## src/hw/rtl/decimal_int_list_validator_assert.svh

```systemverilog
// Assertion macros for the decimal integer list validator.
// Each macro expects i_clk and i_rst_n in the scope where it is used.
`ifndef DECIMAL_INT_LIST_VALIDATOR_ASSERT_SVH
`define DECIMAL_INT_LIST_VALIDATOR_ASSERT_SVH

// A condition that must hold at every clock edge outside reset.
`define DILV_ASSERT(label, expr, msg) \
    label: assert property (@(posedge i_clk) disable iff (!i_rst_n) (expr)) \
        else $error(msg);

// A condition that must hold in the cycle after the antecedent.
`define DILV_ASSERT_NEXT(label, ante, cons, msg) \
    label: assert property (@(posedge i_clk) disable iff (!i_rst_n) \
        (ante) |=> (cons)) else $error(msg);

`endif

```

## src/hw/rtl/dilv_pkg.sv

```systemverilog
// Shared types and constants of the decimal integer list validator.
// No dependencies; every RTL module of the block imports this package.
package dilv_pkg;

    // Size of the value table and the widths that follow from it.
    localparam int MAX_ENTRIES = 256;
    localparam int IDX_W       = (MAX_ENTRIES > 1) ? $clog2(MAX_ENTRIES) : 1;
    localparam int CNT_W       = $clog2(MAX_ENTRIES + 1);

    // Job queue between the parser and the table search.
    localparam int QUEUE_DEPTH = 4;
    localparam int QPTR_W      = $clog2(QUEUE_DEPTH);
    localparam int QCNT_W      = $clog2(QUEUE_DEPTH + 1);

    // Magnitude accumulator and its limits.
    localparam int MAG_W = 33;
    localparam logic [MAG_W-1:0] MAG_POS_LIMIT = 33'd2147483647;
    localparam logic [MAG_W-1:0] MAG_NEG_LIMIT = 33'd2147483648;
    localparam logic [MAG_W-1:0] MAG_SAT       = 33'd2147483649;

    // Character codes.
    localparam logic [7:0] CH_NUL   = 8'h00;
    localparam logic [7:0] CH_PLUS  = 8'h2B;
    localparam logic [7:0] CH_MINUS = 8'h2D;
    localparam logic [7:0] CH_ZERO  = 8'h30;
    localparam logic [7:0] CH_NINE  = 8'h39;

    // Argument status codes.
    typedef logic [2:0] t_status;
    localparam t_status ST_OK        = 3'd0;
    localparam t_status ST_NOT_NUM   = 3'd1;
    localparam t_status ST_RANGE     = 3'd2;
    localparam t_status ST_DUPLICATE = 3'd3;
    localparam t_status ST_FULL      = 3'd4;

    typedef struct packed {
        logic [7:0] ch;
        logic       final_arg;
    } t_char_in;

    typedef struct packed {
        logic signed [31:0] value;
        t_status            arg_status;
        logic               list_done;
        logic               list_valid;
    } t_result;

    // One finished argument as the parser classified it. A pre_status of
    // ST_OK marks a candidate that still needs the duplicate search.
    typedef struct packed {
        logic signed [31:0] value;
        t_status            pre_status;
        logic               fin;
    } t_job;

    typedef struct packed {
        logic full;
        logic empty;
    } t_q_flags;

endpackage

```

## src/hw/rtl/dilv_queue.sv

```systemverilog
// Short queue of classified arguments between the front and back ends.
// Depends on dilv_pkg for the job type and the queue depth.
module dilv_queue (
    input  logic               i_clk,
    input  logic               i_rst_n,
    input  logic               i_push,
    input  dilv_pkg::t_job     i_data,
    input  logic               i_pop,
    output dilv_pkg::t_job     o_data,
    output dilv_pkg::t_q_flags o_flags
);
    import dilv_pkg::*;

    t_job              r_mem [QUEUE_DEPTH];
    logic [QPTR_W-1:0] r_wr_ptr;
    logic [QPTR_W-1:0] r_rd_ptr;
    logic [QCNT_W-1:0] r_count;
    logic              do_push;
    logic              do_pop;

    assign o_flags.full  = (r_count == QCNT_W'(QUEUE_DEPTH));
    assign o_flags.empty = (r_count == '0);
    assign do_push       = i_push && !o_flags.full;
    assign do_pop        = i_pop && !o_flags.empty;
    assign o_data        = r_mem[r_rd_ptr];

    always_ff @(posedge i_clk) begin
        if (do_push) begin
            r_mem[r_wr_ptr] <= i_data;
        end
    end

    always_ff @(posedge i_clk) begin
        if (!i_rst_n) begin
            r_wr_ptr <= '0;
            r_rd_ptr <= '0;
            r_count  <= '0;
        end else begin
            if (do_push) begin
                r_wr_ptr <= (r_wr_ptr == QPTR_W'(QUEUE_DEPTH - 1)) ? '0 : r_wr_ptr + 1'b1;
            end
            if (do_pop) begin
                r_rd_ptr <= (r_rd_ptr == QPTR_W'(QUEUE_DEPTH - 1)) ? '0 : r_rd_ptr + 1'b1;
            end
            if (do_push && !do_pop) begin
                r_count <= r_count + 1'b1;
            end else if (do_pop && !do_push) begin
                r_count <= r_count - 1'b1;
            end
        end
    end

endmodule

```

## config.mk

```make
export PLATFORM = sky130hd
export DESIGN_NAME = dilv_queue
export DESIGN_NICKNAME = d
export VERILOG_FILES = /design/src/hw/rtl/decimal_int_list_validator_assert.svh /design/src/hw/rtl/dilv_pkg.sv /design/src/hw/rtl/dilv_queue.sv
export SDC_FILE = /design/constraint.sdc
export NUM_CORES = 1
export LEC_CHECK = 0
export BUFFER_PORTS_ARGS = -buffer_cell sky130_fd_sc_hd__buf_2
export CELL_PAD_IN_SITES_DETAIL_PLACEMENT = 0
export CELL_PAD_IN_SITES_GLOBAL_PLACEMENT = 1
export CORE_MARGIN = 4
export CORE_UTILIZATION = 50
export CTS_CLUSTER_DIAMETER = 150
export DETAILED_ROUTE_END_ITERATION = 10
export GPL_TIMING_DRIVEN = 0
export HOLD_SLACK_MARGIN = 0.06
export PLACE_DENSITY_LB_ADDON = 0.25
export SLEW_MARGIN = 20
export SYNTH_ARGS = -nofsm -noshare
export SYNTH_HDL_FRONTEND = slang
export SYNTH_SLANG_ARGS = --single-unit
```

## constraint.sdc

```tcl
create_clock -name i_clk -period 2.6 [get_ports i_clk]
set_input_delay 0 -clock i_clk [delete_from_list [all_inputs] [get_ports i_clk]]
set_output_delay 0 -clock i_clk [all_outputs]
set_load 0.02 [all_outputs]
```

==> Word-level counts from Yosys, hierarchy flattened <==
Memory sizes are Yosys's and may differ from the RTL's. A register that Yosys moved wholly into a read port is not among the register bits.
Index checks and enable logic that the tools add are counted.
{ "totals": {"mem_bits_rw": 144, "elab_cells": 29, "reg_bits": 7, "output_inout_bits": 38, "n_memories": 1, "in_bits": 40} }
{ "mem_list": {"columns": ["name", "depth", "width", "read_ports", "rd_clocked_by_memory_dff", "wr", "line_no", "rtl"], "rows": [
  ["r_mem", 4, 36, 1, 1, 1, "dilv_queue.sv:14", "t_job r_mem [QUEUE_DEPTH];"]
]} }
{ "op_classes": {"mux": 8, "add_sub_neg": 4, "eq_ne": 3, "reduce_logical": 10} }
{ "ops": {"columns": ["op", "n"], "rows": [
  ["2-bit two-way mux", 4],
  ["3-bit two-way mux", 2],
  ["2-bit by 1-bit adder with 2-bit output, second input constant", 2],
  ["2-bit equality test, second input constant", 2],
  ["1-bit logical AND", 4],
  ["1-bit logical NOT", 4],
  ["3-bit by 1-bit adder with 3-bit output, second input constant", 1],
  ["3-bit equality test, second input constant", 1],
  ["3-bit logical NOT", 1],
  ["3-bit by 1-bit subtractor with 3-bit output, second input constant", 1],
  ["1-bit two-way mux", 2],
  ["2-bit nonzero test", 1]
]} }

==> Depth between registers and ports, before layout <==
{ "logic_depth": {"depth_word": 7, "depth_mapped": 9, "mapped_depth_nobuf": 8} }

==> Least setup slack after synthesis <==
No wires, ideal clock.
{ "synth_timing": {"path_type": "flip-flop to flip-flop", "startpoint": "register r_count[0]", "endpoint": "register r_count[2]", "setup_ns": 0.076, "t_arrival_ns": 2.036, "t_required_ns": 2.524, "path_stages_with_launch": 8, "synth_period_minus_slack_ns": 2.112, "path_buffers": 0, "slack_ns": 0.488, "cell_sequence": "dfxtp_1 -> o31ai_1 -> ha_1 -> inv_1 -> fa_1 -> xor2_1 -> or3_1 -> a21boi_0"} }
{ "synth_via": {"elab_chain_cells": 6, "word_cells_on_any_way": 15, "cone_classes": "add/sub: 2; eq/ne: 1; mux: 2; reduce/logical: 10"} }
{ "synth_rtl": {"columns": ["element", "line_no", "rtl"], "rows": [
  ["from (decl)", "dilv_queue.sv:17", "logic [QCNT_W-1:0] r_count;"],
  ["from (signal assigned)", "dilv_queue.sv:46", "r_count <= r_count + 1'b1;"],
  ["from (signal assigned)", "dilv_queue.sv:48", "r_count <= r_count - 1'b1;"],
  ["branches (longest 6 deep; another with 3-bit by 1-bit subtractor with 3-bit output)", null, null]
]} }
Parallel ways; which one is timed is not known. The select of a mux whose other input is x is not followed.
A chain may end at the register's enable or synchronous reset.

==> Worst setup path in the final report <==
{ "layout_timing": {"startpoint": "register r_count[1]", "endpoint": "register r_count[2]"} }
The elaborated chain is that of the path after synthesis.

==> results.yml <==
final_layout:
  post-route-util_pct: 67.3
  mostFrequentLayoutCell: "edfxtp_1"
  stdcell_count: 531
  areaGrowthSynthToFinish_pct: 29.6
  final_cell_mix: "144 x edfxtp_1, 81 x buf_2, 39 x dlygate4sd3_1, 30 x mux4_2, 17 x clkbuf_16"
  fillCellCount: 737
  multi_input_comb_area_mm2: 0.00112
  regArea_mm2: 0.00450
  diodes: 0
  drive_above_1_share_pct: 39.4
  design.final.nets: 425
detailed_routing:
  wirelength_um: 10100
  ant_nets: 0
  drc_errors: 0
  wire_per_inst_um: 18.9
  avgViaCountPerCell: 5.27
  drt_pre_antenna_iters: 4
  via_count: 2797
  drt_iter0_markers: 132
clock_tree:
  ctsHtreeMaxLevel: 4
  tritoncts: "built"
  clk_pin_slew_ns: 0.06
  insertion_delay_ns: 0.42
  cts_made_buffers: 17
  cts.sinks: 153
  root_buffer: "clkbuf_16"
  clockBufferDepth: 2
outcome:
  status: "completed"
place:
  gp_congestion: 0.690
  place_hpwl_um: 6150
  numPortBuffers: 77
  dp.cells: 460
global_routing:
  grtUsageTotal_pct: 16.9
  grt_pass1_wl_um: 16100
  first_global_vias: 3062
  overflow: 0
  grt_max_degree: 21
  grt_antenna_before_repair: 0
floorplan:
  ios: 78
  die_h_um: 115
  core_area_mm2: 0.0110
  start_util_pct: 51.9
  fp-row-count: 38
  die_area_mm2: 0.0132
  die_w_um: 115
setup_path:
  path_max_fanout: 5
  worstSetupPathType: "register to register"
  critPathLaunchType: "register"
  required_ns: 2.94
  cp_data_arrival_time_ns: 2.60
  cp-end-kind: "register"
sta:
  timing.fmax_ghz: 0.443
  post-route-period-util_pct: 86.8
  worstMarginPinSlew_ns: 0.582
  maxSlewViolCount: 0
  layout_min_cycle_time_ns: 2.26
  slew_headroom_pct: 61.2
  hold_viol: 0
  rsz0062_at_grt: "no"
  setup_viol: 0
  skew_ns: 0.00511
synthesis:
  syn-num-nets: 286
  syn-mean-instance-area_um2: 24.0
  netlist_instances: 239
  ys_seq_area_share_pct: 78.6
  synth.yosys.warnings: 0
  ys_ff_latch: 153
  synth.distinct_cells: 26
  syn-cell-area_mm2: 0.00573
flow_run:
  maxCapViolations: 0
hold_path:
  hold_path_class: "primary input to register"
power:
  vdd_drop_max_uv: 638
  p_leak_nw: 2.61
  power-per-cell-area_mw_per_mm2: 1010
## synth_stat cells (all sizes together)
cell type,n,area share (%)
clkbuf,2,0.15
nor3,1,0.087
nor3b,1,0.22
ha,6,1.3
nor2,2,0.13
inv,3,0.20
edfxtp,144,75
nand2,6,0.39
o21ai,3,0.26
xnor2,1,0.15
or3,1,0.11
a21boi,1,0.13
fa,1,0.35
nand3,2,0.17
o31ai,1,0.13
mux2i,3,0.52
dfxtp,9,3.1
xor2,1,0.15
mux4,36,15
buf,8,1.6
nor2b,2,0.22
and2,5,0.55
## metrics by stage
step | setup TNS (ns) | worst slack (ns) | instance area (um^2) | total power [mW] | hold slack (ns)
floorplan | 0 | 0.488 | 5730 | 4.37 | 0.0989
global placement | -31.23 | -0.248 | 6290 | 4.88 | 0.212
detailed placement | 0 | 0.149 | 6400 | 4.95 | 0.217
CTS | 0 | 0.130 | 7420 | 7.62 | 0.0706
global route | 0 | 0.178 | 7420 | 7.87 | 0.109
finish | 0 | 0.344 | 7420 | 7.52 | 0.0819
## path summary, 6_finish.rpt
path | startpoint | to | slack [ns] | cells after the start
worst max register to register | r_count[1] | r_count[2] | 0.34 | 7
worst max-delay path | r_count[1] | r_count[2] | 0.34 | 7
worst min register to register | r_wr_ptr[1] | r_wr_ptr[1] | 0.50 | 2
worst min-delay path | i_push | r_wr_ptr[1] | 0.08 | 4
## routing by layer
metal	global-route usage, %	part of all wire [%]
met1	20.6	40
met2	28.4	52
met3	5.00	5.4
met4	6.81	2.0
met5	0	0
## state kept, by name (all words and copies together) (netlist names), named ones only
register and flops:
r_count 3, r_mem 144, r_rd_ptr 2, r_wr_ptr 2
## logic make-up (layout without fill, tap and decap cells)
family | after synthesis | count (layout) | synth area share (%)
adders and majority gates | 7 | 7 | 1.66
muxes | 39 | 39 | 15.1
xor gates and xnor gates | 2 | 2 | 0.306
AOI/OAI and AO/OA | 5 | 5 | 0.524
DFF | 153 | 153 | 78.6
and+or+nand+nor | 20 | 20 | 1.88
buffers and inverters | 13 | 165 | 1.94
## timing repair
item,CTS,global route
resized for setup,0,1
hold endpoints to repair,148,0
endpoints found under the setup margin,0,1
buffers inserted,0,0
hold buffers,39,0
## cell type report
class	count	area share, %
multi-input cells	73	15.1
well taps	140	2.36
repair buffers	120	11.8
clock inverters	14	2.73
clock buffers	18	5.78
flip-flops and latches	153	60.7
inverters	3	0.152
plain buffers	10	1.35
## power breakdown
group / total [mW] / switching [mW] / internal (mW) / leakage [nW]
clock: 2.60 / 0.914 / 1.69 / 0.299
combinational: 1.82 / 0.987 / 0.836 / 0.921
sequential: 3.09 / 0.0888 / 3.00 / 1.39
total: 7.52 / 1.99 / 5.53 / 2.61
## worst max-delay path, stage by stage, from the launching register on
cell	delay [ns]
dfxtp_1	0.37
o31ai_2	0.45
ha_1	0.27
inv_1	0.06
fa_1	0.38
xor2_1	0.19
or3_1	0.30
a21boi_0	0.16
Note: power is estimated with default switching activity, not from simulation.
