<file path="src/hw/rtl/decimal_int_list_validator_assert.svh">
// Assertion macros for the decimal integer list validator.
// Each macro expects i_clk and i_rst_n in the scope where it is used.
`ifndef DECIMAL_INT_LIST_VALIDATOR_ASSERT_SVH
`define DECIMAL_INT_LIST_VALIDATOR_ASSERT_SVH

// A condition that must hold at every clock edge outside reset.
`define DILV_ASSERT(label, expr, msg) \
    label: assert property (@(posedge i_clk) disable iff (!i_rst_n) (expr)) \
        else $error(msg);

// A condition that must hold in the cycle after the antecedent.
`define DILV_ASSERT_NEXT(label, ante, cons, msg) \
    label: assert property (@(posedge i_clk) disable iff (!i_rst_n) \
        (ante) |=> (cons)) else $error(msg);

`endif

</file>
<file path="src/hw/rtl/dilv_pkg.sv">
// Shared types and constants of the decimal integer list validator.
// No dependencies; every RTL module of the block imports this package.
package dilv_pkg;

    // Size of the value table and the widths that follow from it.
    localparam int MAX_ENTRIES = 256;
    localparam int IDX_W       = (MAX_ENTRIES > 1) ? $clog2(MAX_ENTRIES) : 1;
    localparam int CNT_W       = $clog2(MAX_ENTRIES + 1);

    // Job queue between the parser and the table search.
    localparam int QUEUE_DEPTH = 4;
    localparam int QPTR_W      = $clog2(QUEUE_DEPTH);
    localparam int QCNT_W      = $clog2(QUEUE_DEPTH + 1);

    // Magnitude accumulator and its limits.
    localparam int MAG_W = 33;
    localparam logic [MAG_W-1:0] MAG_POS_LIMIT = 33'd2147483647;
    localparam logic [MAG_W-1:0] MAG_NEG_LIMIT = 33'd2147483648;
    localparam logic [MAG_W-1:0] MAG_SAT       = 33'd2147483649;

    // Character codes.
    localparam logic [7:0] CH_NUL   = 8'h00;
    localparam logic [7:0] CH_PLUS  = 8'h2B;
    localparam logic [7:0] CH_MINUS = 8'h2D;
    localparam logic [7:0] CH_ZERO  = 8'h30;
    localparam logic [7:0] CH_NINE  = 8'h39;

    // Argument status codes.
    typedef logic [2:0] t_status;
    localparam t_status ST_OK        = 3'd0;
    localparam t_status ST_NOT_NUM   = 3'd1;
    localparam t_status ST_RANGE     = 3'd2;
    localparam t_status ST_DUPLICATE = 3'd3;
    localparam t_status ST_FULL      = 3'd4;

    typedef struct packed {
        logic [7:0] ch;
        logic       final_arg;
    } t_char_in;

    typedef struct packed {
        logic signed [31:0] value;
        t_status            arg_status;
        logic               list_done;
        logic               list_valid;
    } t_result;

    // One finished argument as the parser classified it. A pre_status of
    // ST_OK marks a candidate that still needs the duplicate search.
    typedef struct packed {
        logic signed [31:0] value;
        t_status            pre_status;
        logic               fin;
    } t_job;

    typedef struct packed {
        logic full;
        logic empty;
    } t_q_flags;

endpackage

</file>
<file path="src/hw/rtl/dilv_front.sv">
// Front end: accepts characters, parses one argument and classifies it.
// Depends on dilv_pkg; feeds finished arguments into dilv_queue.
module dilv_front (
    input  logic              i_clk,
    input  logic              i_rst_n,
    input  logic              i_push,
    input  dilv_pkg::t_char_in i_item,
    output logic              o_full,
    output logic              o_job_push,
    output dilv_pkg::t_job    o_job,
    input  dilv_pkg::t_q_flags i_q_flags
);
    import dilv_pkg::*;

    localparam logic [1:0] POS_START = 2'd0;
    localparam logic [1:0] POS_SIGN  = 2'd1;
    localparam logic [1:0] POS_BODY  = 2'd2;

    logic [1:0]       r_pos, n_pos;
    logic             r_neg, n_neg;
    logic [MAG_W-1:0] r_mag, n_mag;
    logic             r_bad, n_bad;
    logic             r_over, n_over;

    logic             accept;
    logic             is_digit;
    logic [MAG_W+2:0] mag_x10;
    logic [MAG_W-1:0] limit;
    logic [31:0]      mag_low;

    assign accept   = i_push && !i_q_flags.full;
    assign is_digit = (i_item.ch >= CH_ZERO) && (i_item.ch <= CH_NINE);
    // Times ten as (8 + 2), plus the digit held in the low nibble.
    assign mag_x10  = {r_mag, 3'b000} + {2'b00, r_mag, 1'b0}
                    + {{(MAG_W - 1){1'b0}}, i_item.ch[3:0]};
    assign limit    = r_neg ? MAG_NEG_LIMIT : MAG_POS_LIMIT;
    assign mag_low  = r_mag[31:0];
    assign o_full   = i_q_flags.full;

    always_comb begin
        n_pos      = r_pos;
        n_neg      = r_neg;
        n_mag      = r_mag;
        n_bad      = r_bad;
        n_over     = r_over;
        o_job_push = 1'b0;
        o_job.fin  = i_item.final_arg;
        o_job.value = r_neg ? (32'd0 - mag_low) : mag_low;
        if (r_bad || (r_pos != POS_BODY)) begin
            o_job.pre_status = ST_NOT_NUM;
        end else if (r_over || (r_mag > limit)) begin
            o_job.pre_status = ST_RANGE;
        end else begin
            o_job.pre_status = ST_OK;
        end
        if (accept) begin
            if (i_item.ch == CH_NUL) begin
                o_job_push = 1'b1;
                n_pos      = POS_START;
                n_neg      = 1'b0;
                n_mag      = '0;
                n_bad      = 1'b0;
                n_over     = 1'b0;
            end else if (is_digit) begin
                n_pos = POS_BODY;
                if (mag_x10 > {3'b000, MAG_SAT}) begin
                    n_mag  = MAG_SAT;
                    n_over = 1'b1;
                end else begin
                    n_mag = mag_x10[MAG_W-1:0];
                end
            end else if ((r_pos == POS_START)
                         && ((i_item.ch == CH_PLUS) || (i_item.ch == CH_MINUS))) begin
                n_neg = (i_item.ch == CH_MINUS);
                n_pos = POS_SIGN;
            end else begin
                n_bad = 1'b1;
                n_pos = POS_BODY;
            end
        end
    end

    always_ff @(posedge i_clk) begin
        if (!i_rst_n) begin
            r_pos  <= POS_START;
            r_neg  <= 1'b0;
            r_mag  <= '0;
            r_bad  <= 1'b0;
            r_over <= 1'b0;
        end else begin
            r_pos  <= n_pos;
            r_neg  <= n_neg;
            r_mag  <= n_mag;
            r_bad  <= n_bad;
            r_over <= n_over;
        end
    end

endmodule

</file>
<file path="config.mk">
export PLATFORM = sky130hd
export DESIGN_NAME = dilv_front
export DESIGN_NICKNAME = d
export VERILOG_FILES = /design/src/hw/rtl/decimal_int_list_validator_assert.svh /design/src/hw/rtl/dilv_pkg.sv /design/src/hw/rtl/dilv_front.sv
export SDC_FILE = /design/constraint.sdc
export NUM_CORES = 1
export LEC_CHECK = 0
export BUFFER_PORTS_ARGS = -buffer_cell sky130_fd_sc_hd__buf_2
export CORE_AREA = 2 2 114 116
export DETAILED_ROUTE_END_ITERATION = 6
export DIE_AREA = 0 0 116 118
export PLACE_DENSITY = 0.69
export SLEW_MARGIN = 40
export SYNTH_ARGS = -nofsm -noshare
export SYNTH_HDL_FRONTEND = slang
export SYNTH_SLANG_ARGS = --single-unit
export TNS_END_PERCENT = 50
</file>
<file path="constraint.sdc">
create_clock -name i_clk -period 6.01 [get_ports i_clk]
set_input_delay 1.202 -clock i_clk [delete_from_list [all_inputs] [get_ports i_clk]]
set_output_delay 1.202 -clock i_clk [all_outputs]
set_load 0.02 [all_outputs]
</file>
After elaboration in Yosys (flattened, before gate mapping) --
Index checks and enable logic that the tools add are counted. W data, S select, Z words.
Storage, ports and cells: register bits 38
Operators by class: add/sub/neg operators 3, magnitude comparators 4, equal/unequal tests 5, multiplexer cells 21, reduce and logical (&&, ||, !) cells 16
Operators with widths (number):
- $mux W33 | 3
- $mux W32 | 2
- $add A36 B34 Y36 | 1
- $add A36 B4 Y36 | 1
- $gt A36 B32 Y1 const B | 1
- $gt A33 B32 Y1 | 1
- $sub A1 B32 Y32 const A | 1
- $eq A8 B6 Y1 const B | 2
- $mux W1 | 11
- $mux W2 | 5
- $reduce_and A3 Y1 | 3
- $ge A8 B6 Y1 const B | 1
- $le A8 B6 Y1 const B | 1
- $logic_not A8 Y1 | 1
- $reduce_bool A2 Y1 | 3
- $ne A2 B2 Y1 const B | 2
- $logic_and A1 B1 Y1 | 3
- $logic_or A1 B1 Y1 | 3
- $logic_not A2 Y1 | 1
- $ne A2 B1 Y1 const B | 1
- $reduce_and A2 Y1 | 1
- $logic_not A1 Y1 | 1

Depth between registers and ports, before layout --
Gate-level depths: netlist (run 1).
word-level depth 6, mapped depth 15, depth with buffers taken out 14

Worst setup path before layout (run 1) --
No wires, ideal clock.
path kind input -> register, start point input i_item[4] (netlist name), end point register r_mag[25], library setup time 0.059 ns, arrival 4.749 ns, data required time 5.951 ns, slack 1.202 ns, stages 14, buffers on the path 1, cells stage by stage fa_1 -> inv_1 -> fa_1 -> nand2b_2 -> a211oi_4 -> o211ai_2 -> and2_1 -> o311a_1 -> nor4_1 -> and4bb_1 -> nand4_1 -> a211oi_4 -> buf_6 -> a22o_1
Between the ends: word-level cells in the longest chain between the ends 5, elaborated cells between the ends (all ways) 11, those cells by class add/sub: 1; order compare: 3; mux: 3; reduce/logical: 4
RTL lines:
- start, declared | RTL line dilv_front.sv:7 | input dilv_pkg::t_char_in i_item,
- $add A36 B4 Y36 | RTL line dilv_front.sv:35 | + {{(MAG_W - 1){1'b0}}, i_item.ch[3:0]};
- $gt A36 B32 Y1 | RTL line dilv_front.sv:66 | if (mag_x10 > {3'b000, MAG_SAT}) begin
- $mux W33 | RTL line dilv_front.sv:66
- $mux W33 | RTL line dilv_front.sv:64 | end else if (is_digit) begin
- $mux W33 | RTL line dilv_front.sv:57 | if (i_item.ch == CH_NUL) begin
- end signal, assigned | RTL line dilv_front.sv:93 | r_mag <= n_mag;
- end, declared | RTL line dilv_front.sv:21 | logic [MAG_W-1:0] r_mag, n_mag;
Several ways; a longest one is shown, not always the timed one. The select of a mux whose other input is x is not followed. A chain may end at the register's enable or synchronous reset.

Final worst setup path (run 1) --
start point input i_item[4] (netlist name), end point register r_mag[16]
Same word-level chain as after synthesis.

==> tab_implementation.tex, run 1 <==
\begin{tabular}{lr}
\hline
Metric & Value \\
\hline
\multicolumn{2}{l}{\textbf{Drt}} \\
\quad Total via count after detailed routing & 5439 \\
\quad Met3 Wirelength & 678 µm \\
\quad Via-to-Cell Ratio & 6.15 \\
\quad Routed Wire Length & 14800 µm \\
\quad Top Metal Used & met4 \\
\quad Post-route met1 wirelength & 6830 µm \\
\quad Count of routing violations after the opening detailed-route iteration & 498 \\
\quad Met2 routed WL & 6880 µm \\
\quad First-pass iteration count of the detailed router & 5 \\
\quad Routed wirelength normalized by instance count & 16.7 µm \\
\quad DRT antenna net count & 0 \\
\quad DR DRC count & 0 \\
\multicolumn{2}{l}{\textbf{Worst setup path}} \\
\quad Type of the setup path with the least slack & primary input to flop \\
\quad Reg-to-reg setup timing slack & 1.44 ns \\
\quad Cell count of the worst reg-to-reg path & 14 \\
\quad Endpoint type of the worst setup path & flop \\
\quad Combined buffer and inverter count along the critical path & 3 \\
\quad Critical register-to-register path endpoint & r\_mag[16] \\
\quad Series of cell instances along the critical path & buf\_2 > fa\_1 > inv\_1 > fa\_1 > nand2b\_2 > a211oi\_4 > o211ai\_2 > a21oi\_1 > o2111a\_1 > o21ai\_0 > a2111oi\_0 > nand4\_1 > a211oi\_4 > buf\_4 > a22o\_1 \\
\quad Max Fanout on Critical Path & 27 \\
\quad Worst path depth & 15 \\
\quad Crit-path max cell delay & 0.58 ns \\
\quad Startpoint type of the worst setup path & primary input \\
\quad Data arrival time of the worst path & 5.45 ns \\
\quad Required time reported for the critical path endpoint & 6.23 ns \\
\quad Critical path origin & i\_item[4] \\
\quad Worst path slowest cell & sky130\_fd\_sc\_hd\_\_fa\_1 \\
\quad Top Family by Delay on Critical Path & compound AO/OA/AOI/OAI gates \\
\quad Startpoint of the lowest-slack register-to-register path & r\_mag[2] \\
\quad Crit path to & r\_mag[16] \\
\multicolumn{2}{l}{\textbf{Final layout}} \\
\quad Share of layout cells above drive strength 1 & 0.121 \\
\quad Layout filler cell count & 1230 \\
\quad NumNets Final & 825 \\
\quad Antenna cell count & 0 \\
\quad Area overhead of the layout relative to synthesis & 9.82\% \\
\multicolumn{2}{l}{\textbf{Hold path}} \\
\quad Worst Min Path Start & r\_pos[0] \\
\quad Hold Crit Class & flop to flop \\
\multicolumn{2}{l}{\textbf{Die}} \\
\quad Y dimension of the die & 118 µm \\
\quad Number of top-level pins & 52 \\
\quad Die boundary width & 116 µm \\
\quad Total die area & 13700 µm² \\
\quad Starting Density & 0.441 \\
\quad \# rows & 41 \\
\quad Area of the placeable core & 12400 µm² \\
\multicolumn{2}{l}{\textbf{Global route}} \\
\quad Vias in the first global route & 4930 \\
\quad Total Routing Usage GR & 0.211 \\
\quad Antenna violations before repair & 0 \\
\quad Overall overflow remaining after global route & 0 \\
\quad Maximum number of pins on one net before global-route repair & 46 \\
\quad Wire length of the first global-routing pass & 23700 µm \\
\multicolumn{2}{l}{\textbf{Clocking}} \\
\quad Number of clock buffers inserted by TritonCTS & 5 \\
\quad Clock root buffer master & sky130\_fd\_sc\_hd\_\_clkbuf\_16 \\
\quad Clock insertion delay at the later pin of the skew report & 0.28 ns \\
\quad Clock transition time at the flip-flop clock pins of the worst setup and hold paths & 0.06 ns \\
\quad CTS Buffer Depth & 2 \\
\quad Post-CTS Repair Setup Buffers & 0 \\
\quad \# hold bufs at CTS & 0 \\
\quad Number of resized instances in the post-cts repair step & 0 \\
\quad TritonCTS clock tree & built \\
\quad CTS sink cnt & 38 \\
\quad CTS HTree Levels & 2 \\
\multicolumn{2}{l}{\textbf{Logic synthesis}} \\
\quad Post-synth EDFFs & 0 \\
\quad Netlist area before placement & 5480 µm² \\
\quad Fraction of registers with async set or reset after synthesis & 0 \\
\quad Netlist cell types & 73 \\
\quad Net count after synthesis & 794 \\
\quad Sequential cell area fraction in the yosys report & 0.139 \\
\quad Yosys warns & 0 \\
\quad Dominant register cell in the synthesized netlist & sky130\_fd\_sc\_hd\_\_dfxtp\_1 \\
\quad Mean cell area of the mapped netlist & 8.06 µm² \\
\quad Synthesized instance count & 680 \\
\quad Register bit count reported by yosys & 38 \\
\multicolumn{2}{l}{\textbf{STA}} \\
\quad Final critical path time including I/O delays and setup & 5.23 ns \\
\quad Fmax & 191 MHz \\
\quad Number of failing setup endpoints in the final timing report & 0 \\
\quad Unrepaired setup endpoints after global routing & no \\
\quad Final Cycle Share & 0.871 \\
\quad Headroom to the max-slew limit & 0.462 \\
\quad Worst slew pin tran & 0.799 ns \\
\quad Final number of hold-violating endpoints & 0 \\
\quad Total negative slack for setup checks & 0 ns \\
\quad Clock Skews & 0.00583 ns \\
\quad Number of max-slew violations in the final report & 0 \\
\multicolumn{2}{l}{\textbf{Power and ir drop}} \\
\quad Post-route total power & 0.632 mW \\
\quad Worst ir drop on vdd & 0.0000943 V \\
\quad Pleak & 3.09 nW \\
\quad Power per standard cell area & 105 nW/µm² \\
\multicolumn{2}{l}{\textbf{Placement}} \\
\quad Port Buf Inserts & 47 \\
\quad Global placer's final weighted congestion & 0.871 \\
\quad Detailed placer's ending HPWL & 12000 µm \\
\multicolumn{2}{l}{\textbf{Run}} \\
\quad Number of violations of the max-capacitance limit & 0 \\
\multicolumn{2}{l}{\textbf{Status}} \\
\quad Run status & complete, no violations \\
\hline
\end{tabular}
worst min-delay path: cells and delay by family, from the launching register on:
family | cells | cell delay (ns)
AO/OA/AOI/OAI | 1 | 0.07
AND/OR/NAND/NOR | 1 | 0.06
flip-flops | 1 | 0.32
synth_stat cells, drive strengths merged (8+ instances only):
cell type   n  share of area
ha         98           0.22
nand2      58          0.040
a21oi      49          0.046
o21ai      48          0.045
xnor2      44          0.070
nor2       39          0.028
dfxtp      38           0.14
a22o       29          0.046
nor3       21          0.020
clkbuf     17          0.012
inv        17          0.012
nand4      17          0.019
a21o       15          0.021
and2       13          0.015
nor4       13          0.015
nand2b     12          0.016
o31ai      12          0.016
nand3      11          0.010
or3        11          0.013
buf        10          0.014
nor2b       8         0.0091
o21a        8          0.011
worst min path at each step:
stage          cells after the start  endpoint
2_1_floorplan                      2     r_bad
3_3_place_gp                       2     r_bad
3_5_place_dp                       2     r_bad
4_1_cts                            2     r_bad
5_1_grt                            2     r_bad
6_report                           2  r_pos[0]
per-layer routing:
layer,up-vias,GRT usage
li1,2654,-
met1,2572,0.290
met2,186,0.349
met3,27,0.0149
met4,0,0.0699
met5,-,0
area by class of cell:
class                      instances  area, µm²  area share
multi-input combinational        598       4510       0.750
sequential                        38        762       0.127
timing repair buffer              51        263      0.0437
tap                              172        215      0.0358
clock buffer                       6        139      0.0231
inverter                          17       63.8      0.0106
clock inverter                     2       60.1     0.00998
report_power, final:
part	internal (mW)	switching (mW)
sequential	0.253	0.00105
combinational	0.0115	0.0205
clock	0.249	0.0974
per-stage QoR:
stage | hold WS [ns] | worst slack [ns] | area [µm²] | instances | util
global placement | 0.450 | 0.567 | 5810 | 875 | 0.468
detailed placement | 0.468 | 0.443 | 5810 | 875 | 0.468
CTS | 0.482 | 0.702 | 6010 | 883 | 0.484
floorplan | 0.438 | 1.20 | 5480 | 680 | -
finish | 0.498 | 0.778 | 6020 | 884 | 0.485
global route | 0.503 | 0.451 | 6020 | 884 | 0.485
cell families after synthesis:
| family | after synthesis | share of synthesized area |
|---|---|---|
| AO/OA/AOI/OAI | 214 | 0.279 |
| XOR/XNOR | 51 | 0.0815 |
| adder cells (fa/ha/maj) | 100 | 0.231 |
| buffers and inverters | 44 | 0.0377 |
| flip-flops | 38 | 0.139 |
| multiplexers | 6 | 0.0114 |
| other | 1 | 0.000685 |
| AND/OR/NAND/NOR | 226 | 0.219 |
sequential cells by signal, indices dropped and copies added, names as in the netlist:
signal and flops:
r_over 1, r_pos 2, r_neg 1, r_mag 33, r_bad 1
cell usage in the layout, fill, tap and decap left out, types with 15 or more instances in the layout:
cell                      netlist  routed
sky130_fd_sc_hd__inv_1         17      17
sky130_fd_sc_hd__a21o_1        15      15
sky130_fd_sc_hd__a21oi_1       47      47
sky130_fd_sc_hd__nor2_1        38      37
sky130_fd_sc_hd__nor3_1        20      20
sky130_fd_sc_hd__buf_2          3      47
sky130_fd_sc_hd__a22o_1        29      29
sky130_fd_sc_hd__o21ai_0       43      43
sky130_fd_sc_hd__nand4_1       17      17
sky130_fd_sc_hd__dfxtp_1       38      37
sky130_fd_sc_hd__xnor2_1       44      44
sky130_fd_sc_hd__ha_1          98      98
sky130_fd_sc_hd__nand2_1       58      58
Note: power is estimated with default switching activity, not from simulation.
==> run 2, diff against run 1 <==
- RECOVER_POWER: default -> 50
==> run 2 against run 1 <==
  * Combinational power shrank 1%
  * Flip-flop and latch count is the same
  * Final area fell by 0.67%
  * Worst hold slack worse by 0.013 ns
  * Core utilization decreased by 0.32 points
  * Non-clock buffer count unchanged
  * Sequential share of layout area is 0.085 points higher
  * Clock-buffer cell count stayed put
  * Final cell count unchanged
  * Clock skew hardly changed
  * Power about the same
  * First-iteration DRC count is 0.20% lower
==> tab_implementation.tex, run 2 (synthesized netlist as in run 1, its figures left out) <==
\begin{tabular}{lr}
\hline
Metric & Value \\
\hline
\multicolumn{2}{l}{\textbf{Final layout}} \\
\quad Number of flip-flops under the largest register name & 33 (unchanged) \\
\quad Share of layout cells above drive strength 1 & 0.0787 (-0.0421) \\
\quad Antenna cell count & 0 (unchanged) \\
\quad Area overhead of the layout relative to synthesis & 9.09\% \\
\quad Layout filler cell count & 1251 (+1.7\%) \\
\quad Post-Route Utilization & 0.481 (-0.00323) \\
\quad Leading cell types in the layout, fill and taps excluded & 98 x sky130\_fd\_sc\_hd\_\_ha\_1, 58 x sky130\_fd\_sc\_hd\_\_nand2\_1, 47 x sky130\_fd\_sc\_hd\_\_a21oi\_1 \\
\quad Leading cell type in the layout, fill and taps excluded & sky130\_fd\_sc\_hd\_\_ha\_1 \\
\quad NumNets Final & 825 (unchanged) \\
\quad Top flop regs & r\_mag: 33 flops, r\_pos: 2 flops \\
\quad Register bank with the most flops & r\_mag \\
\multicolumn{2}{l}{\textbf{Drt}} \\
\quad DRT antenna net count & 0 (unchanged) \\
\quad Total via count after detailed routing & 5383 (-1.0\%) \\
\quad First-pass iteration count of the detailed router & 5 (unchanged) \\
\quad Count of routing violations after the opening detailed-route iteration & 497 (-0.20\%) \\
\quad Via-to-Cell Ratio & 6.09 (-1.0\%) \\
\quad Routed wirelength normalized by instance count & 16.8 µm (+0.41\%) \\
\quad Routed Wire Length & 14800 µm (+0.41\%) \\
\quad DR DRC count & 0 (unchanged) \\
\multicolumn{2}{l}{\textbf{Worst setup path}} \\
\quad Endpoint type of the worst setup path & flop \\
\quad Required time reported for the critical path endpoint & 6.23 ns (about the same) \\
\quad Crit-path max cell delay & 0.58 ns (about the same) \\
\quad Startpoint type of the worst setup path & primary input \\
\quad Cell count of the worst reg-to-reg path & 14 (unchanged) \\
\quad Type of the setup path with the least slack & primary input to flop \\
\quad Top Family by Delay on Critical Path & compound AO/OA/AOI/OAI gates \\
\quad Worst path slowest cell & sky130\_fd\_sc\_hd\_\_fa\_1 \\
\quad Series of cell instances along the critical path & buf\_2 > fa\_1 > inv\_1 > fa\_1 > nand2b\_2 > a211oi\_4 > o211ai\_2 > a21oi\_1 > o2111a\_1 > o21ai\_0 > a2111oi\_0 > nand4\_1 > a211oi\_4 > buf\_4 > a22o\_1 \\
\quad Max Fanout on Critical Path & 27 (unchanged) \\
\quad Data arrival time of the worst path & 5.46 ns (about the same) \\
\quad Worst path depth & 15 (unchanged) \\
\quad Combined buffer and inverter count along the critical path & 3 (unchanged) \\
\multicolumn{2}{l}{\textbf{Global route}} \\
\quad Maximum number of pins on one net before global-route repair & 46 (unchanged) \\
\quad Global routing usage on met1 & 0.290 (unchanged) \\
\quad Overall overflow remaining after global route & 0 (unchanged) \\
\quad Most used routing layer in global routing & met2 \\
\quad Met2 track demand over resource in global routing & 0.349 (unchanged) \\
\quad Antenna violations before repair & 0 (unchanged) \\
\quad Vias in the first global route & 4930 (unchanged) \\
\quad Wire length of the first global-routing pass & 23700 µm (unchanged) \\
\quad Met3 usage in global routing & 0.0149 (unchanged) \\
\quad Total Routing Usage GR & 0.211 (unchanged) \\
\multicolumn{2}{l}{\textbf{Power and ir drop}} \\
\quad Power per standard cell area & 106 nW/µm² (+0.62\%) \\
\quad Worst ir drop on vdd & 0.0000950 V (+0.69\%) \\
\quad Pleak & 2.96 nW (-4.2\%) \\
\multicolumn{2}{l}{\textbf{STA}} \\
\quad Unrepaired setup endpoints after global routing & no \\
\quad Final number of hold-violating endpoints & 0 (unchanged) \\
\quad Clock Skews & 0.00566 ns (-0.000172 ns) \\
\quad Final Cycle Share & 0.872 (+0.00170) \\
\quad Worst Hold Slack & 0.485 ns (-0.0126 ns) \\
\quad Final critical path time including I/O delays and setup & 5.24 ns (+0.0102 ns) \\
\quad Number of max-slew violations in the final report & 0 (unchanged) \\
\quad Headroom to the max-slew limit & 0.397 (-0.0655) \\
\quad Fmax & 191 MHz (-0.19\%) \\
\quad Worst slew pin tran & 0.905 ns (+0.106 ns) \\
\quad Total negative slack for setup checks & 0 ns (unchanged) \\
\quad Number of failing setup endpoints in the final timing report & 0 (unchanged) \\
\multicolumn{2}{l}{\textbf{Placement}} \\
\quad Detailed placer's ending HPWL & 12000 µm (unchanged) \\
\quad Port Buf Inserts & 47 (unchanged) \\
\quad Global placer's final weighted congestion & 0.871 (unchanged) \\
\multicolumn{2}{l}{\textbf{Status}} \\
\quad Run status & complete, no violations \\
\multicolumn{2}{l}{\textbf{Clocking}} \\
\quad \# hold bufs at CTS & 0 (unchanged) \\
\quad TritonCTS clock tree & built \\
\quad CTS HTree Levels & 2 (unchanged) \\
\quad Clock transition time at the flip-flop clock pins of the worst setup and hold paths & 0.06 ns (about the same) \\
\quad Post-CTS Repair Setup Buffers & 0 (unchanged) \\
\quad Number of clock buffers inserted by TritonCTS & 5 (unchanged) \\
\quad CTS Buffer Depth & 2 (unchanged) \\
\quad CTS sink cnt & 38 (unchanged) \\
\quad Number of resized instances in the post-cts repair step & 0 (unchanged) \\
\quad Clock insertion delay at the later pin of the skew report & 0.28 ns (about the same) \\
\quad Clock root buffer master & sky130\_fd\_sc\_hd\_\_clkbuf\_16 \\
\multicolumn{2}{l}{\textbf{Hold path}} \\
\quad Hold Crit Class & flop to flop \\
\quad Number of cells traversed by the worst hold path & 2 (unchanged) \\
\multicolumn{2}{l}{\textbf{Die}} \\
\quad Die boundary width & 116 µm (unchanged) \\
\quad Total die area & 13700 µm² (unchanged) \\
\quad Number of top-level pins & 52 (unchanged) \\
\quad Starting Density & 0.441 (unchanged) \\
\quad Area of the placeable core & 12400 µm² (unchanged) \\
\quad Y dimension of the die & 118 µm (unchanged) \\
\quad \# rows & 41 (unchanged) \\
\multicolumn{2}{l}{\textbf{Run}} \\
\quad Number of violations of the max-capacitance limit & 0 (unchanged) \\
\hline
\end{tabular}
## run 2: cell types whose count changed in the layout (fill, tap and decap cells not counted)
cell,before,now
sky130_fd_sc_hd__and2_0,1,2
sky130_fd_sc_hd__and2_1,12,11
sky130_fd_sc_hd__buf_2,47,17
sky130_fd_sc_hd__buf_4,3,2
sky130_fd_sc_hd__clkbuf_1,0,30
sky130_fd_sc_hd__clkbuf_2,1,2
## run 2: final timing paths
path              startpoint  slack, ns         to
setup / recovery   i_item[4]       0.77  r_mag[16]
hold / removal         r_bad       0.49      r_bad
setup reg to reg    r_mag[2]       1.44  r_mag[16]
hold reg to reg        r_bad       0.49      r_bad
## run 2: tightest hold or removal path, delay by kind of cell (launching register included)
kind	cells	cell delay, ns
DFF	1	0.33
and+or+nand+nor	1	0.08
AOI/OAI and AO/OA	1	0.04
## run 2: report_power, final
group | internal [mW] | total [mW] | leakage, nW | switching (mW)
sequential | 0.253 | 0.254 | 0.307 | 0.00105
combinational | 0.0111 | 0.0316 | 2.56 | 0.0205
clock | 0.249 | 0.346 | 0.0971 | 0.0974
## run 2: per-layer routing
metal / vias up / part of all wire
met5: - / 0
met4: 0 / 0.024
met3: 25 / 0.038
met2: 153 / 0.47
met1: 2555 / 0.47
li1: 2650 / -
## run 2: stage by stage
| stage | std cells | total power, mW | worst slack (ns) | instance area (µm²) |
|---|---|---|---|---|
| 2_1_floorplan | 680 | 0.280 | 1.20 | 5480 |
| 3_3_place_gp | 875 | 0.290 | 0.567 | 5810 |
| 3_5_place_dp | 875 | 0.291 | 0.443 | 5810 |
| 4_1_cts | 883 | 0.636 | 0.702 | 6010 |
| 5_1_grt | 884 | 0.650 | 0.451 | 5980 |
| 6_report | 884 | 0.632 | 0.767 | 5980 |
## run 2: layout make-up
cell class	count	area, µm²	area share
Inverter	17	63.8	0.0107
Tap cell	172	215	0.0360
Clock buffer	6	139	0.0232
Multi-Input combinational cell	598	4510	0.755
Timing Repair Buffer	51	223	0.0373
Clock inverter	2	60.1	0.0101
Sequential cell	38	762	0.128
==> run 3, diff against run 2 <==
- CORE_AREA: 2 2 114 116 -> 2 2 108 110
- DIE_AREA: 0 0 116 118 -> 0 0 110 112
- PLACE_DENSITY: 0.69 -> 0.75
==> run 3 against run 2 <==
  * Clock-buffer cell count unchanged
  * Critical endpoint is now r_mag[24]
  * Largest power group unchanged
  * Global-route usage up 3.7 points
  * Non-clock buffer count down 1
  * Power down 14%
  * Combinational power down 2%
  * Core utilization up 4.5 points
  * Worst hold slack better by 0.0042 ns
  * Setup slack worse by 0.047 ns
  * Critical path depth unchanged
==> tab_implementation.tex, run 3 (synthesized netlist as in run 1, its figures left out) <==
\begin{tabular}{lr}
\hline
Metric & Value \\
\hline
\multicolumn{2}{l}{\textbf{Global route}} \\
\quad Total Routing Usage GR & 0.248 (+0.0365) \\
\quad Overall overflow remaining after global route & 0 (unchanged) \\
\quad Vias in the first global route & 5051 (+2.5\%) \\
\quad Antenna violations before repair & 0 (unchanged) \\
\quad Maximum number of pins on one net before global-route repair & 43 (-6.5\%) \\
\quad Wire length of the first global-routing pass & 24700 µm (+4.2\%) \\
\multicolumn{2}{l}{\textbf{Hold path}} \\
\quad Hold Crit Class & flop to flop \\
\quad Worst Min Path Start & r\_pos[0] \\
\quad Number of cells traversed by the worst hold path & 2 (unchanged) \\
\quad Worst min-delay path endpoint & r\_pos[0] \\
\multicolumn{2}{l}{\textbf{Placement}} \\
\quad Global placer's final weighted congestion & 0.989 (+14\%) \\
\quad Detailed placer's ending HPWL & 12100 µm (+0.37\%) \\
\quad Port Buf Inserts & 47 (unchanged) \\
\quad Placement-stage worst setup slack & 0.467 ns (+0.0239 ns) \\
\quad Number of placed instances, taps included & 846 (-3.3\%) \\
\quad Cell area after placement & 5780 µm² (-0.62\%) \\
\multicolumn{2}{l}{\textbf{Drt}} \\
\quad Via-to-Cell Ratio & 6.30 (+3.5\%) \\
\quad Total via count after detailed routing & 5384 (+0.019\%) \\
\quad DR DRC count & 0 (unchanged) \\
\quad DRT antenna net count & 0 (unchanged) \\
\quad Routed wirelength normalized by instance count & 17.7 µm (+5.7\%) \\
\quad Count of routing violations after the opening detailed-route iteration & 414 (-17\%) \\
\quad First-pass iteration count of the detailed router & 5 (unchanged) \\
\quad Routed Wire Length & 15200 µm (+2.1\%) \\
\multicolumn{2}{l}{\textbf{Clocking}} \\
\quad Clock root buffer master & sky130\_fd\_sc\_hd\_\_clkbuf\_16 \\
\quad \# hold bufs at CTS & 0 (unchanged) \\
\quad CTS Buffer Depth & 2 (unchanged) \\
\quad TritonCTS clock tree & built \\
\quad Post-CTS Repair Setup Buffers & 0 (unchanged) \\
\quad CTS HTree Levels & 2 (unchanged) \\
\quad CTS sink cnt & 38 (unchanged) \\
\quad Number of resized instances in the post-cts repair step & 0 (unchanged) \\
\quad Clock transition time at the flip-flop clock pins of the worst setup and hold paths & 0.06 ns (about the same) \\
\quad Number of clock buffers inserted by TritonCTS & 5 (unchanged) \\
\quad Clock insertion delay at the later pin of the skew report & 0.29 ns (about the same) \\
\multicolumn{2}{l}{\textbf{STA}} \\
\quad Final critical path time including I/O delays and setup & 5.29 ns (+0.0472 ns) \\
\quad Number of max-slew violations in the final report & 0 (unchanged) \\
\quad Headroom to the max-slew limit & 0.438 (+0.0406) \\
\quad Final number of hold-violating endpoints & 0 (unchanged) \\
\quad Unrepaired setup endpoints after global routing & no \\
\quad Final Cycle Share & 0.880 (+0.00785) \\
\quad Setup ws final & 0.720 ns (-0.0472 ns) \\
\quad Fmax & 189 MHz (-0.89\%) \\
\quad Total negative slack for setup checks & 0 ns (unchanged) \\
\quad Clock Skews & 0.00428 ns (-0.00138 ns) \\
\quad Worst slew pin tran & 0.840 ns (-0.0646 ns) \\
\quad Number of failing setup endpoints in the final timing report & 0 (unchanged) \\
\multicolumn{2}{l}{\textbf{Power and ir drop}} \\
\quad Power per standard cell area & 92.9 nW/µm² (-12\%) \\
\quad Post-route total power & 0.546 mW (-14\%) \\
\quad Worst ir drop on vdd & 0.000150 V (+58\%) \\
\quad Pleak & 2.93 nW (-0.95\%) \\
\multicolumn{2}{l}{\textbf{Final layout}} \\
\quad NumNets Final & 824 (-0.12\%) \\
\quad Leading cell types in the layout, fill and taps excluded & 98 x sky130\_fd\_sc\_hd\_\_ha\_1, 58 x sky130\_fd\_sc\_hd\_\_nand2\_1, 47 x sky130\_fd\_sc\_hd\_\_a21oi\_1 \\
\quad Top flop regs & r\_mag: 33 flops, r\_pos: 2 flops \\
\quad Share of layout cells above drive strength 1 & 0.0731 (-0.00552) \\
\quad Number of flip-flops under the largest register name & 33 (unchanged) \\
\quad Final design instance area without fill & 5880 µm² (-1.7\%) \\
\quad Register bank with the most flops & r\_mag \\
\quad Leading cell type in the layout, fill and taps excluded & sky130\_fd\_sc\_hd\_\_ha\_1 \\
\quad Antenna cell count & 0 (unchanged) \\
\quad Area overhead of the layout relative to synthesis & 7.29\% \\
\quad Post-Layout Cell Count & 854 (-3.4\%) \\
\multicolumn{2}{l}{\textbf{Worst setup path}} \\
\quad Endpoint type of the worst setup path & flop \\
\quad Reg-to-reg setup timing slack & 1.38 ns (-0.06 ns) \\
\quad Data arrival time of the worst path & 5.52 ns (+0.06 ns) \\
\quad Critical register-to-register path endpoint & r\_mag[24] \\
\quad Startpoint of the lowest-slack register-to-register path & r\_mag[2] \\
\quad Type of the setup path with the least slack & primary input to flop \\
\quad Required time reported for the critical path endpoint & 6.24 ns (about the same) \\
\quad Cell count of the worst reg-to-reg path & 14 (unchanged) \\
\quad Startpoint type of the worst setup path & primary input \\
\quad Max Fanout on Critical Path & 27 (unchanged) \\
\multicolumn{2}{l}{\textbf{Die}} \\
\quad Y dimension of the die & 112 µm (-5.1\%) \\
\quad \# rows & 39 (-4.9\%) \\
\quad Starting Density & 0.490 (+0.0490) \\
\quad Number of top-level pins & 52 (unchanged) \\
\quad Area of the placeable core & 11200 µm² (-10\%) \\
\quad Die boundary width & 110 µm (-5.2\%) \\
\quad Total die area & 12300 µm² (-10\%) \\
\multicolumn{2}{l}{\textbf{Status}} \\
\quad Run status & complete, no violations \\
\multicolumn{2}{l}{\textbf{Run}} \\
\quad Number of violations of the max-capacitance limit & 0 (unchanged) \\
\hline
\end{tabular}
## run 3: cell types whose count changed in the layout (fill, tap and decap cells not counted), sizes merged
cell	change
clkbuf	-2
buf	+1
clkinv	+2
bufinv	-2
## run 3: per-stage QoR
stage | util | hold WS (ns)
after floorplan | - | 0.438
after global placement | 0.517 | 0.455
after detailed placement | 0.517 | 0.478
after CTS | 0.530 | 0.487
after global routing | 0.526 | 0.493
final | 0.526 | 0.489
## run 3: worst max-delay path by stage
stage,from,end,slack [ns],depth (start not counted)
global placement,i_item[4],r_mag[24],0.56,15
finish,i_item[4],r_mag[24],0.72,15
CTS,i_item[4],r_mag[24],0.76,15
detailed placement,i_item[4],r_mag[24],0.47,15
global route,i_item[4],r_mag[24],0.52,15
floorplan,i_item[4],r_mag[25],1.20,14
## run 3: worst max-delay path, stage by stage
cell and delay [ns]:
sky130_fd_sc_hd__buf_2 0.13, sky130_fd_sc_hd__fa_1 0.57, sky130_fd_sc_hd__inv_1 0.07, sky130_fd_sc_hd__fa_1 0.47, sky130_fd_sc_hd__nand2b_2 0.23, sky130_fd_sc_hd__a211oi_4 0.39
sky130_fd_sc_hd__o211ai_2 0.15, sky130_fd_sc_hd__a21oi_1 0.25, sky130_fd_sc_hd__o2111a_1 0.31, sky130_fd_sc_hd__o21ai_0 0.12, sky130_fd_sc_hd__a2111oi_0 0.52, sky130_fd_sc_hd__nand4_1 0.28
sky130_fd_sc_hd__a211oi_4 0.29, sky130_fd_sc_hd__buf_4 0.33, sky130_fd_sc_hd__a31o_1 0.20
## run 3: cell type report
| type | instances | area, µm² |
|---|---|---|
| clock buffer | 6 | 129 |
| sequential | 38 | 761 |
| fill | 1091 | 5300 |
| timing repair buffer | 50 | 220 |
| inverter | 17 | 63.8 |
| clock inverter | 2 | 13.8 |
| multi-input combinational | 598 | 4510 |
| tap | 143 | 179 |
## run 3: report_power, final
group,switching (mW),internal [mW]
combinational,0.0202,0.0110
clock,0.107,0.154
sequential,0.00114,0.253
## run 3: routing by layer
layer / up-vias / part of all wire / track usage
met5: - / 0 / 0
met3: 16 / 0.051 / 0.0187
li1: 2655 / - / -
met2: 173 / 0.47 / 0.412
met1: 2540 / 0.46 / 0.342
met4: 0 / 0.016 / 0.0667
